$ cat src/design/totp_code_generator_defines.svh
// Assertion macros for the TOTP code generator.
// No dependencies; expects clk_i and rst_ni in the including scope.
`ifndef TOTP_CODE_GENERATOR_DEFINES_SVH
`define TOTP_CODE_GENERATOR_DEFINES_SVH

// Same-cycle implication, checked outside reset.
`define TOTP_ASSERT_IMP(lbl, ante, cons, msg) \
  lbl: assert property (@(posedge clk_i) disable iff (!rst_ni) (ante) |-> (cons)) \
    else $error(msg);

// Next-cycle implication, checked outside reset.
`define TOTP_ASSERT_NXT(lbl, ante, cons, msg) \
  lbl: assert property (@(posedge clk_i) disable iff (!rst_ni) (ante) |=> (cons)) \
    else $error(msg);

`endif

$ cat src/design/totp_pkg.sv
// Shared types, constants and helpers for the TOTP code generator.
// No dependencies.
`default_nettype none
package totp_pkg;

  typedef logic [31:0]       word_t;
  typedef logic [4:0][31:0]  digest_t;   // index 0 is H0
  typedef logic [15:0][31:0] block_t;    // index 0 is W0

  localparam logic [7:0] REG_KEY_LOW  = 8'd0;
  localparam logic [7:0] REG_KEY_HIGH = 8'd1;
  localparam logic [7:0] REG_PERIOD   = 8'd2;
  localparam logic [7:0] REG_DIGITS   = 8'd3;

  localparam logic [11:0] PERIOD_RST = 12'd30;
  localparam logic [3:0]  DIGITS_RST = 4'd6;

  localparam word_t IPAD_WORD = 32'h3636_3636;
  localparam word_t OPAD_WORD = 32'h5C5C_5C5C;
  localparam word_t PAD_WORD  = 32'h8000_0000;
  localparam word_t LEN_INNER = 32'd576;   // 72 bytes
  localparam word_t LEN_OUTER = 32'd672;   // 84 bytes

  localparam digest_t SHA1_IV = {32'hC3D2E1F0, 32'h10325476, 32'h98BADCFE,
                                 32'hEFCDAB89, 32'h67452301};

  typedef enum logic [2:0] {
    ST_IDLE, ST_DIV_T, ST_HSTART, ST_HWAIT, ST_TRUNC, ST_DIV_M, ST_DONE
  } state_e;

  // 10^digits, saturated at nine digits
  function automatic logic [29:0] pow10(input logic [3:0] nd);
    logic [29:0] r;
    unique case (nd)
      4'd0:    r = 30'd1;
      4'd1:    r = 30'd10;
      4'd2:    r = 30'd100;
      4'd3:    r = 30'd1000;
      4'd4:    r = 30'd10000;
      4'd5:    r = 30'd100000;
      4'd6:    r = 30'd1000000;
      4'd7:    r = 30'd10000000;
      4'd8:    r = 30'd100000000;
      default: r = 30'd1000000000;
    endcase
    return r;
  endfunction

endpackage
`default_nettype wire

$ cat src/design/totp_if.sv
// Valid/ready channel interfaces for the TOTP code generator.
// No dependencies.
`default_nettype none
interface totp_in_if;
  logic        valid;
  logic        ready;
  logic [39:0] unix_seconds;
  modport source (output valid, output unix_seconds, input ready);
  modport sink   (input valid, input unix_seconds, output ready);
endinterface

interface totp_out_if;
  logic        valid;
  logic        ready;
  logic [29:0] otp_value;
  logic [11:0] seconds_left;
  modport source (output valid, output otp_value, output seconds_left, input ready);
  modport sink   (input valid, input otp_value, input seconds_left, output ready);
endinterface

interface totp_cfg_if;
  logic        valid;
  logic        ready;
  logic [7:0]  index;
  logic [63:0] data;
  modport source (output valid, output index, output data, input ready);
  modport sink   (input valid, input index, input data, output ready);
endinterface
`default_nettype wire

$ cat src/design/totp_code_generator.sv
// Top level of the TOTP code generator: sequencer, config registers, output register.
// Depends on totp_pkg, totp_if, totp_div, totp_sha1 and the defines header.
`default_nettype none
`include "totp_code_generator_defines.svh"

// TOTP (HMAC-SHA1, time-step counter) code generator. One beat on in_i
// carries a Unix time; one beat on out_o returns the code reduced modulo
// 10^digits and the seconds left in the current period. The block handles
// one time value at a time: in_i.ready is high only while idle. An item
// passes through the time/period divide, four SHA-1 compressions of 80
// rounds each through one round unit (inner key block, counter block, outer
// key block, inner digest block), a truncation step, the modulo-10^digits
// divide, which reuses the same bit-serial divider, and the load of the
// output register. A new item is accepted only after the previous one has
// been loaded into the output register. A finished result sits in the output
// register until taken; the next item may be accepted meanwhile. Config writes
// (index 0 key low, 1 key high, 2 period, 3 digits) are always accepted and
// are meant to happen while idle. Period zero acts as one second; digits
// above nine saturate at nine.
module totp_code_generator import totp_pkg::*; (
  input wire logic  clk_i,
  input wire logic  rst_ni,
  totp_in_if.sink   in_i,
  totp_out_if.source out_o,
  totp_cfg_if.sink  cfg_i
);
  state_e      state_q, state_d;
  logic [1:0]  phase_q;
  logic [63:0] key_low_q;
  logic [15:0] key_high_q;
  logic [11:0] period_q;
  logic [3:0]  digits_q;
  logic [39:0] ctr_q;
  logic [11:0] secs_q;
  digest_t     chain_q, inner_q;
  logic [29:0] otp_q;
  logic        out_valid_q;
  logic [29:0] out_otp_q;
  logic [11:0] out_secs_q;

  logic        div_start, div_busy, div_done;
  logic [39:0] div_dividend, div_quo;
  logic [29:0] div_divisor, div_rem;
  logic        sha_start, sha_busy, sha_done;
  digest_t     sha_h, sha_digest;
  block_t      sha_block, key_blk;
  logic [11:0] per_eff;
  logic [159:0] mac;
  logic [159:0] mac_sh;
  logic [7:0]  sh_amt;
  logic [30:0] trunc_val;
  logic        out_load;
  word_t       pad;

  assign cfg_i.ready = 1'b1;
  assign in_i.ready  = (state_q == ST_IDLE);
  assign per_eff     = (period_q == 12'd0) ? 12'd1 : period_q;

  always_ff @(posedge clk_i or negedge rst_ni) begin
    if (!rst_ni) begin
      key_low_q  <= '0;
      key_high_q <= '0;
      period_q   <= PERIOD_RST;
      digits_q   <= DIGITS_RST;
    end else if (cfg_i.valid) begin
      priority case (cfg_i.index)
        REG_KEY_LOW:  key_low_q  <= cfg_i.data;
        REG_KEY_HIGH: key_high_q <= cfg_i.data[15:0];
        REG_PERIOD:   period_q   <= cfg_i.data[11:0];
        REG_DIGITS:   digits_q   <= cfg_i.data[3:0];
        default: ;
      endcase
    end
  end

  // Message block for the current compression
  always_comb begin
    pad     = phase_q[1] ? OPAD_WORD : IPAD_WORD;
    key_blk = '0;
    key_blk[0] = {key_high_q, key_low_q[63:48]};
    key_blk[1] = key_low_q[47:16];
    key_blk[2] = {key_low_q[15:0], 16'h0000};
    for (int j = 0; j < 16; j++) key_blk[j] = key_blk[j] ^ pad;
    sha_block = '0;
    sha_h     = SHA1_IV;
    unique case (phase_q)
      2'd0, 2'd2: sha_block = key_blk;
      2'd1: begin
        sha_h        = chain_q;
        sha_block[0] = {24'h0, ctr_q[39:32]};
        sha_block[1] = ctr_q[31:0];
        sha_block[2] = PAD_WORD;
        sha_block[15] = LEN_INNER;
      end
      default: begin
        sha_h        = chain_q;
        for (int j = 0; j < 5; j++) sha_block[j] = inner_q[j];
        sha_block[5]  = PAD_WORD;
        sha_block[15] = LEN_OUTER;
      end
    endcase
  end

  // Dynamic truncation: low nibble of the last byte picks four bytes
  always_comb begin
    mac       = {chain_q[0], chain_q[1], chain_q[2], chain_q[3], chain_q[4]};
    sh_amt    = 8'd128 - {1'b0, mac[3:0], 3'b000};
    mac_sh    = mac >> sh_amt;
    trunc_val = mac_sh[30:0];
  end

  always_comb begin
    state_d      = state_q;
    div_start    = 1'b0;
    div_dividend = {9'h000, trunc_val};
    div_divisor  = pow10(digits_q);
    sha_start    = 1'b0;
    out_load     = 1'b0;
    unique case (state_q)
      ST_IDLE: if (in_i.valid) begin
        div_start    = 1'b1;
        div_dividend = in_i.unix_seconds;
        div_divisor  = {18'h0, per_eff};
        state_d      = ST_DIV_T;
      end
      ST_DIV_T:   if (div_done) state_d = ST_HSTART;
      ST_HSTART: begin
        sha_start = 1'b1;
        state_d   = ST_HWAIT;
      end
      ST_HWAIT: if (sha_done) state_d = (phase_q == 2'd3) ? ST_TRUNC : ST_HSTART;
      ST_TRUNC: begin
        div_start = 1'b1;
        state_d   = ST_DIV_M;
      end
      ST_DIV_M:   if (div_done) state_d = ST_DONE;
      ST_DONE: if (!out_valid_q || out_o.ready) begin
        out_load = 1'b1;
        state_d  = ST_IDLE;
      end
      default:    state_d = ST_IDLE;
    endcase
  end

  always_ff @(posedge clk_i or negedge rst_ni) begin
    if (!rst_ni) begin
      state_q     <= ST_IDLE;
      phase_q     <= '0;
      out_valid_q <= 1'b0;
    end else begin
      state_q <= state_d;
      if (state_q == ST_IDLE) phase_q <= '0;
      else if (state_q == ST_HWAIT && sha_done) phase_q <= phase_q + 2'd1;
      if (out_load) out_valid_q <= 1'b1;
      else if (out_o.ready) out_valid_q <= 1'b0;
    end
  end

  always_ff @(posedge clk_i) begin
    if (state_q == ST_DIV_T && div_done) begin
      ctr_q  <= div_quo;
      secs_q <= per_eff - div_rem[11:0];
    end
    if (state_q == ST_HWAIT && sha_done) begin
      chain_q <= sha_digest;
      if (phase_q == 2'd1) inner_q <= sha_digest;
    end
    if (state_q == ST_DIV_M && div_done) otp_q <= div_rem;
    if (out_load) begin
      out_otp_q  <= otp_q;
      out_secs_q <= secs_q;
    end
  end

  assign out_o.valid        = out_valid_q;
  assign out_o.otp_value    = out_otp_q;
  assign out_o.seconds_left = out_secs_q;

  totp_div u_div (
    .clk_i       (clk_i),
    .rst_ni      (rst_ni),
    .start_i     (div_start),
    .dividend_i  (div_dividend),
    .divisor_i   (div_divisor),
    .busy_o      (div_busy),
    .done_o      (div_done),
    .quotient_o  (div_quo),
    .remainder_o (div_rem)
  );

  totp_sha1 u_sha1 (
    .clk_i    (clk_i),
    .rst_ni   (rst_ni),
    .start_i  (sha_start),
    .h_i      (sha_h),
    .block_i  (sha_block),
    .busy_o   (sha_busy),
    .done_o   (sha_done),
    .digest_o (sha_digest)
  );

  `TOTP_ASSERT_NXT(a_busy_after_accept, in_i.valid && in_i.ready, state_q == ST_DIV_T, "not busy after accept")
  `TOTP_ASSERT_IMP(a_units_exclusive, div_busy, !sha_busy, "divider and hash overlap")
  `TOTP_ASSERT_IMP(a_secs_nonzero, out_valid_q, out_secs_q != 12'd0, "seconds_left zero")
  `TOTP_ASSERT_IMP(a_sha_start_idle, sha_start, !sha_busy && !div_busy, "hash start while busy")
endmodule
`default_nettype wire

$ cat src/design/totp_div.sv
// Restoring radix-2 divider, one quotient bit per cycle.
// No package dependencies.
`default_nettype none
module totp_div (
  input  wire logic        clk_i,
  input  wire logic        rst_ni,
  input  wire logic        start_i,
  input  wire logic [39:0] dividend_i,
  input  wire logic [29:0] divisor_i,
  output logic             busy_o,
  output logic             done_o,
  output logic [39:0]      quotient_o,
  output logic [29:0]      remainder_o
);
  logic        busy_q, busy_d, done_q, done_d;
  logic [5:0]  cnt_q, cnt_d;
  logic [39:0] quo_q, quo_d;
  logic [29:0] rem_q, rem_d, dvs_q, dvs_d;
  logic [30:0] trial, diff;

  always_comb begin
    trial  = {rem_q, quo_q[39]};
    diff   = trial - {1'b0, dvs_q};
    busy_d = busy_q;
    done_d = 1'b0;
    cnt_d  = cnt_q;
    quo_d  = quo_q;
    rem_d  = rem_q;
    dvs_d  = dvs_q;
    if (start_i) begin
      busy_d = 1'b1;
      cnt_d  = '0;
      quo_d  = dividend_i;
      rem_d  = '0;
      dvs_d  = divisor_i;
    end else if (busy_q) begin
      if (!diff[30]) begin
        rem_d = diff[29:0];
        quo_d = {quo_q[38:0], 1'b1};
      end else begin
        rem_d = trial[29:0];
        quo_d = {quo_q[38:0], 1'b0};
      end
      cnt_d = cnt_q + 6'd1;
      if (cnt_q == 6'd39) begin
        busy_d = 1'b0;
        done_d = 1'b1;
      end
    end
  end

  always_ff @(posedge clk_i or negedge rst_ni) begin
    if (!rst_ni) begin
      busy_q <= 1'b0;
      done_q <= 1'b0;
      cnt_q  <= '0;
    end else begin
      busy_q <= busy_d;
      done_q <= done_d;
      cnt_q  <= cnt_d;
    end
  end

  always_ff @(posedge clk_i) begin
    quo_q <= quo_d;
    rem_q <= rem_d;
    dvs_q <= dvs_d;
  end

  assign busy_o      = busy_q;
  assign done_o      = done_q;
  assign quotient_o  = quo_q;
  assign remainder_o = rem_q;
endmodule
`default_nettype wire

$ cat src/design/totp_sha1.sv
// SHA-1 compression, one round per cycle (80 rounds plus final add).
// Depends on totp_pkg.
`default_nettype none
module totp_sha1 import totp_pkg::*; (
  input  wire logic    clk_i,
  input  wire logic    rst_ni,
  input  wire logic    start_i,
  input  wire digest_t h_i,
  input  wire block_t  block_i,
  output logic         busy_o,
  output logic         done_o,
  output digest_t      digest_o
);
  logic    busy_q, done_q;
  logic [6:0] round_q;
  word_t   a_q, b_q, c_q, d_q, e_q;
  digest_t h_q;
  word_t   w_q [16];
  word_t   f, k, t, wn;

  always_comb begin
    if (round_q < 7'd20) begin
      f = (b_q & c_q) | (~b_q & d_q);
      k = 32'h5A827999;
    end else if (round_q < 7'd40) begin
      f = b_q ^ c_q ^ d_q;
      k = 32'h6ED9EBA1;
    end else if (round_q < 7'd60) begin
      f = (b_q & c_q) | (b_q & d_q) | (c_q & d_q);
      k = 32'h8F1BBCDC;
    end else begin
      f = b_q ^ c_q ^ d_q;
      k = 32'hCA62C1D6;
    end
    t  = {a_q[26:0], a_q[31:27]} + f + e_q + k + w_q[0];
    wn = w_q[13] ^ w_q[8] ^ w_q[2] ^ w_q[0];
  end

  always_ff @(posedge clk_i or negedge rst_ni) begin
    if (!rst_ni) begin
      busy_q  <= 1'b0;
      done_q  <= 1'b0;
      round_q <= '0;
    end else begin
      done_q <= 1'b0;
      if (start_i) begin
        busy_q  <= 1'b1;
        round_q <= '0;
      end else if (busy_q) begin
        round_q <= round_q + 7'd1;
        if (round_q == 7'd79) begin
          busy_q <= 1'b0;
          done_q <= 1'b1;
        end
      end
    end
  end

  always_ff @(posedge clk_i) begin
    if (start_i) begin
      h_q <= h_i;
      a_q <= h_i[0];
      b_q <= h_i[1];
      c_q <= h_i[2];
      d_q <= h_i[3];
      e_q <= h_i[4];
      for (int j = 0; j < 16; j++) w_q[j] <= block_i[j];
    end else if (busy_q) begin
      a_q <= t;
      b_q <= a_q;
      c_q <= {b_q[1:0], b_q[31:2]};
      d_q <= c_q;
      e_q <= d_q;
      for (int j = 0; j < 15; j++) w_q[j] <= w_q[j+1];
      w_q[15] <= {wn[30:0], wn[31]};
    end
  end

  assign busy_o      = busy_q;
  assign done_o      = done_q;
  assign digest_o[0] = h_q[0] + a_q;
  assign digest_o[1] = h_q[1] + b_q;
  assign digest_o[2] = h_q[2] + c_q;
  assign digest_o[3] = h_q[3] + d_q;
  assign digest_o[4] = h_q[4] + e_q;
endmodule
`default_nettype wire

$ cat src/flat_wrapper.sv
// flat-port wrapper written by rule: the top's interface ports become plain ports
module totp_code_generator_flat import totp_pkg::*;
  (clk_i, rst_ni, in_i_valid, in_i_unix_seconds, in_i_ready, out_o_valid, out_o_otp_value, out_o_seconds_left, out_o_ready, cfg_i_valid, cfg_i_index, cfg_i_data, cfg_i_ready);
  totp_in_if in_i_i ();
  totp_out_if out_o_i ();
  totp_cfg_if cfg_i_i ();
  input wire logic clk_i;
  input wire logic rst_ni;
  input wire logic [$bits(in_i_i.valid)-1:0] in_i_valid;
  input wire logic [$bits(in_i_i.unix_seconds)-1:0] in_i_unix_seconds;
  output wire logic [$bits(in_i_i.ready)-1:0] in_i_ready;
  output wire logic [$bits(out_o_i.valid)-1:0] out_o_valid;
  output wire logic [$bits(out_o_i.otp_value)-1:0] out_o_otp_value;
  output wire logic [$bits(out_o_i.seconds_left)-1:0] out_o_seconds_left;
  input wire logic [$bits(out_o_i.ready)-1:0] out_o_ready;
  input wire logic [$bits(cfg_i_i.valid)-1:0] cfg_i_valid;
  input wire logic [$bits(cfg_i_i.index)-1:0] cfg_i_index;
  input wire logic [$bits(cfg_i_i.data)-1:0] cfg_i_data;
  output wire logic [$bits(cfg_i_i.ready)-1:0] cfg_i_ready;
  assign in_i_i.valid = in_i_valid;
  assign in_i_i.unix_seconds = in_i_unix_seconds;
  assign in_i_ready = in_i_i.ready;
  assign out_o_valid = out_o_i.valid;
  assign out_o_otp_value = out_o_i.otp_value;
  assign out_o_seconds_left = out_o_i.seconds_left;
  assign out_o_i.ready = out_o_ready;
  assign cfg_i_i.valid = cfg_i_valid;
  assign cfg_i_i.index = cfg_i_index;
  assign cfg_i_i.data = cfg_i_data;
  assign cfg_i_ready = cfg_i_i.ready;
  totp_code_generator u_core (.clk_i(clk_i), .rst_ni(rst_ni), .in_i(in_i_i), .out_o(out_o_i), .cfg_i(cfg_i_i));
endmodule
$ cat config.mk
export PLATFORM = sky130hd
export DESIGN_NAME = totp_code_generator_flat
export DESIGN_NICKNAME = d
export VERILOG_FILES = /design/src/design/totp_pkg.sv /design/src/design/totp_if.sv /design/src/design/totp_code_generator.sv /design/src/design/totp_div.sv /design/src/design/totp_sha1.sv /design/src/flat_wrapper.sv
export VERILOG_INCLUDE_DIRS = /design/src /design/src/design
export SDC_FILE = /design/constraint.sdc
export NUM_CORES = 2
export LEC_CHECK = 0
export BUFFER_PORTS_ARGS = -buffer_cell sky130_fd_sc_hd__buf_2
export CORE_MARGIN = 2
export CORE_UTILIZATION = 30
export CTS_CLUSTER_DIAMETER = 60
export DETAILED_ROUTE_END_ITERATION = 16
export PLACE_DENSITY = 0.51
export SYNTH_ARGS = -nofsm -noshare
export SYNTH_HDL_FRONTEND = slang
export SYNTH_SLANG_ARGS = --single-unit
$ cat constraint.sdc
create_clock -name clk_i -period 18.1 [get_ports clk_i]
set_clock_uncertainty 0.15 [all_clocks]
set_input_delay 0.905 -clock clk_i [delete_from_list [all_inputs] [get_ports clk_i]]
set_output_delay 0.905 -clock clk_i [all_outputs]
set_load 0.03 [all_outputs]
==> implementation parameters <==
Parameter                              Value

Floorplan
  Std cell rows ... 185
  Height of the die ... 509 um
  I/O Pins ... approximately 160
  Placeable Area ... between 200000 and 300000 um2
  Effective utilization at floorplan ... 0.301
  Area enclosed by the die boundary ... 259000 um2
  Die Width ... 509 um

Critical path
  Crit path required time ... about 19000 ps
  Crit path arrival time ... 7870 ps
  Crit path buf inv count ... 5
  Maximum fanout encountered on the critical timing path ... 20
  Startpoint type of the worst setup path ... register
  Element type at the critical path end ... register
  Family with the most delay on the worst path ... compound AO/OA/AOI/OAI gates
  Capture instance of the worst register-to-register path ... u_core.u_sha1.a_q[31]
  Cell repeated most along the worst path ... fa_1
  Highest cell delay on the worst timing path ... roughly 670 ps
  Cell with the largest stage delay on the worst path ... a222oi_1
  Worst r2r src ... u_core.u_sha1.round_q[5]
  Crit Path Class ... reg -> reg
  Depth of the worst register-to-register path ... 23
  Critical-path cell list ... a41oi_1 -> nand2_1 -> buf_4 -> clkinv_1 -> buf_4 -> a222oi_1 -> fa_1 -> fa_1 -> fa_1 -> inv_1 -> ha_1 -> inv_1 -> fa_1 -> nor2b_1 -> o21ai_0 -> a21oi_1 -> o22ai_1 -> a211oi_1 -> o2111ai_1 -> nand3_1 -> a31oi_1 -> xnor2_1 -> o21ai_1
  Worst R2R Setup Slack ... 10660 ps

Pwr
  Flop pwr share ... 0.478
  Internal power ... 6.14 mW
  Net switching component of the power ... 1.96 mW
  Power per cell area ... around 93 nW/um2
  Switching share of power ... 0.242
  Comb pwr share ... 0.077
  Final Power ... 8.10 mW
  Maximum ir drop on the vdd rail ... 0.0945 mV
  Leakage power summed over all cells ... ~33 nW
  Clock power share ... 0.445

Global route
  Antenna violations before repair ... 34
  Pin count of the biggest net entering global routing ... 127
  Global-route met3 utilization ... 0.0434
  Vias in the first global route ... 49800
  Global-route congestion overflow total ... 0
  Total GRT Usage ... 0.211
  First-pass GRT wire length ... just under 400 mm
  Busiest metal layer after global routing ... met2
  Met2 global-route usage ... 0.325
  Fraction of met1 tracks used by global routing ... 0.293

Yosys
  Portion of the post-synthesis area used by sequential elements ... 0.572
  Number of synthesized register bits ... between 1000 and 1500
  Synthesized Nets ... 6727
  Async SR Flop Fraction ... 0.0799
  Post-synth EDFFs ... 1340
  Post-synth top flop ... edfxtp_1
  Cell Area, Synth ... around 77000 um2
  Unique masters post-synth ... 97
  Avg Cell Area, Syn ... 12.3 um2
  Number of warning messages in the yosys log ... 0
  Gate count of the mapped netlist ... 6235

Route
  Number of DRC markers after the initial detailed-route iteration ... 5760
  Number of antenna-violating nets in the routed design ... 0
  Average wire length per cell after detail routing ... 28.4 um
  Initial DRT Pass Iterations ... 8
  Average vias per placed instance ... 5.31
  DRT Wirelength ... 279 mm
  Total number of vias ... 52200
  Detailed-route DRC error count ... 0

Outcome
  Violated checks ... max-capacitance violations, max-slew violations
  Outcome ... complete, but fails checks

Timing
  Slew HR ... -0.0296
  Total negative slack ... 0 ps
  Final hold vios ... 0
  Max Freq ... 0.134 GHz
  Setup repair after global routing missed its margin ... false
  Final setup margin ... 10660 ps
  Tmin final ... 7440 ps
  Setup-failing EPs final ... 0
  Max-slew violation total from the final report ... 2
  Worst-margin pin slew ... roughly 1500 ps
  Final worst path period share ... 0.411

Placed design
  Final weighted congestion in routability-driven placement ... roughly 0.95
  PortBufs ... 160
  Setup slack after placement ... 10860 ps
  HPWL after DPL ... around 210 mm
  Total cell area at the placement stage ... 81000 um2

Clocking
  Clock root cell ... clkbuf_16
  Total number of H-tree levels ... 4
  Number of clock sinks ... about 1500
  Clock edge transition at the registers on the reported setup and hold paths ... 60 ps
  Cts repair resizes ... 0
  Number of buffers created by CTS ... 172
  Skew-Pair Late Insertion Delay ... between 800 and 900 ps
  CTS max path bufs ... 3
  CTS tree ... built

Cells and area
  Share of post-route cells with drive strength above 1 ... 0.135
  Area growth from synthesis to layout ... 13.5%
  Post-route design area ... 86900 um2
  NumNets Final ... between 6000 and 7000
  Share of the core filled with cells ... 0.342

Hold path
  Min-delay worst type ... in -> reg
  WHS Path Cells ... 2
  WHS Endpoint ... u_core.key_low_q[46]
  Worst Min Path Start ... cfg_i_data[46]

Run
  Number of max-cap violations ... 1
-- cells in the mapped netlist (all sizes together) (9+ instances only) --
master / n / area (um2)
nor3: 33 / 165
edfxtp: 1340 / 40200
a211oi: 65 / 523
o31ai: 34 / 260
a22o: 11 / 96.3
nor2: 430 / 1610
nand3: 75 / 375
nand2: 464 / 1740
a221o: 21 / 210
nand4: 16 / 100
nor2b: 29 / 181
inv: 335 / 1260
buf: 61 / 315
a31oi: 30 / 188
o21a: 76 / 571
a21o: 255 / 1910
ha: 248 / 3100
o221ai: 19 / 166
and2: 142 / 888
dfrtp: 113 / 2830
a21boi: 10 / 75.1
mux2: 228 / 2570
dfxtp: 30 / 601
a222oi: 17 / 170
xor2: 129 / 1140
o221a: 13 / 146
a21oi: 378 / 1930
a311oi: 9 / 85.1
o21ai: 371 / 1860
a221oi: 44 / 392
mux2i: 142 / 1420
clkbuf: 288 / 1080
xnor2: 220 / 1930
and3: 73 / 457
fa: 127 / 2540
o211ai: 33 / 258
o21bai: 37 / 278
nand2b: 36 / 225
or3: 89 / 557
mux4: 41 / 923
-- worst max path at each step --
| stage | from | endpoint | slack (ps) | cells after the start |
|---|---|---|---|---|
| 3_5_place_dp | u_core.u_sha1.round_q[5] | u_core.u_sha1.a_q[31] | 10860 | 23 |
| 3_3_place_gp | u_core.u_sha1.round_q[5] | u_core.u_sha1.a_q[31] | 10890 | 23 |
| 5_1_grt | u_core.u_sha1.round_q[5] | u_core.u_sha1.a_q[31] | 10260 | 23 |
| 4_1_cts | u_core.u_sha1.round_q[5] | u_core.u_sha1.a_q[31] | 10830 | 23 |
| 6_report | u_core.u_sha1.round_q[5] | u_core.u_sha1.a_q[31] | 10660 | 23 |
| 2_1_floorplan | u_core.state_q[2] | u_core.u_sha1.a_q[0] | 2200 | 9 |
-- registers in the layout, summed over array words and instances, names as in the netlist, 32 cells and up --
name	flops
u_core.ctr_q	40
u_core.u_sha1.a_q	32
u_core.u_sha1.d_q	32
u_core.u_sha1.w_q	512
u_core.inner_q	160
u_core.u_div.quotient_o	40
u_core.u_sha1.b_q	32
u_core.key_low_q	64
u_core.u_sha1.h_q	160
u_core.u_sha1.e_q	32
u_core.u_sha1.c_q	32
u_core.chain_q	160
-- cell usage in the layout (no fill, tap or decap), types with 58 or more instances in the layout --
cell type,instances
o21ai_0,322
and3_1,73
edfxtp_1,1340
buf_4,84
a211oi_1,58
inv_1,330
a21o_1,255
o21a_1,76
and2_1,136
a21oi_1,368
fa_1,127
nand3_1,75
xor2_1,127
mux2i_1,142
clkbuf_16,174
nand2_1,460
nor2_1,428
buf_2,159
ha_1,243
or3_1,89
mux2_2,227
dfrtp_1,110
xnor2_1,219
-- cell type report --
cell class / count / area, um2
fillers: 25100 / 167000
clock buffers: 221 / 4580
well taps: 3366 / 4210
repair buffers: 245 / 1450
inverters: 338 / 1280
diodes: 12 / 30.0
flip-flops and latches: 1489 / 43800
clock inverters: 99 / 1240
multi-input cells: 4059 / 30300
-- power by group through the flow --
stage	Combinational (mW)	Sequential (mW)	Clock, mW
floorplan	0.490	3.91	0
global placement	0.619	3.94	0
detailed placement	0.622	3.94	0
CTS	0.628	3.87	3.68
global route	0.700	3.88	3.80
finish	0.620	3.87	3.61
-- kinds of logic after synthesis --
family / Yosys count / synth area share
compound gates: 1492 / 0.128
simple gates: 1429 / 0.0865
fa+ha+maj: 377 / 0.0740
buf+inv: 687 / 0.0348
other cells: 1 / 0.0000490
flops: 1489 / 0.572
xor+xnor: 349 / 0.0400
mux: 411 / 0.0642
-- stage by stage --
stage | hold WS, ps | std cells
finish | 135 | 9829
global route | 101 | 9818
CTS | 76.8 | 9817
detailed placement | 256 | 9496
global placement | 251 | 9496
floorplan | 250 | 6235
-- metal layers --
metal / vias up / routed length, um
met5: - / 81
met4: 14 / 11600
met3: 396 / 20200
met2: 1955 / 124000
met1: 26800 / 123000
li1: 23000 / -
-- what timing repair did --
item | CTS | global route
buffers inserted | 0 | 0
endpoints found under the hold margin | 47 | 0
hold buffers | 1 | 0
Power figures use the tool's default switching activity.
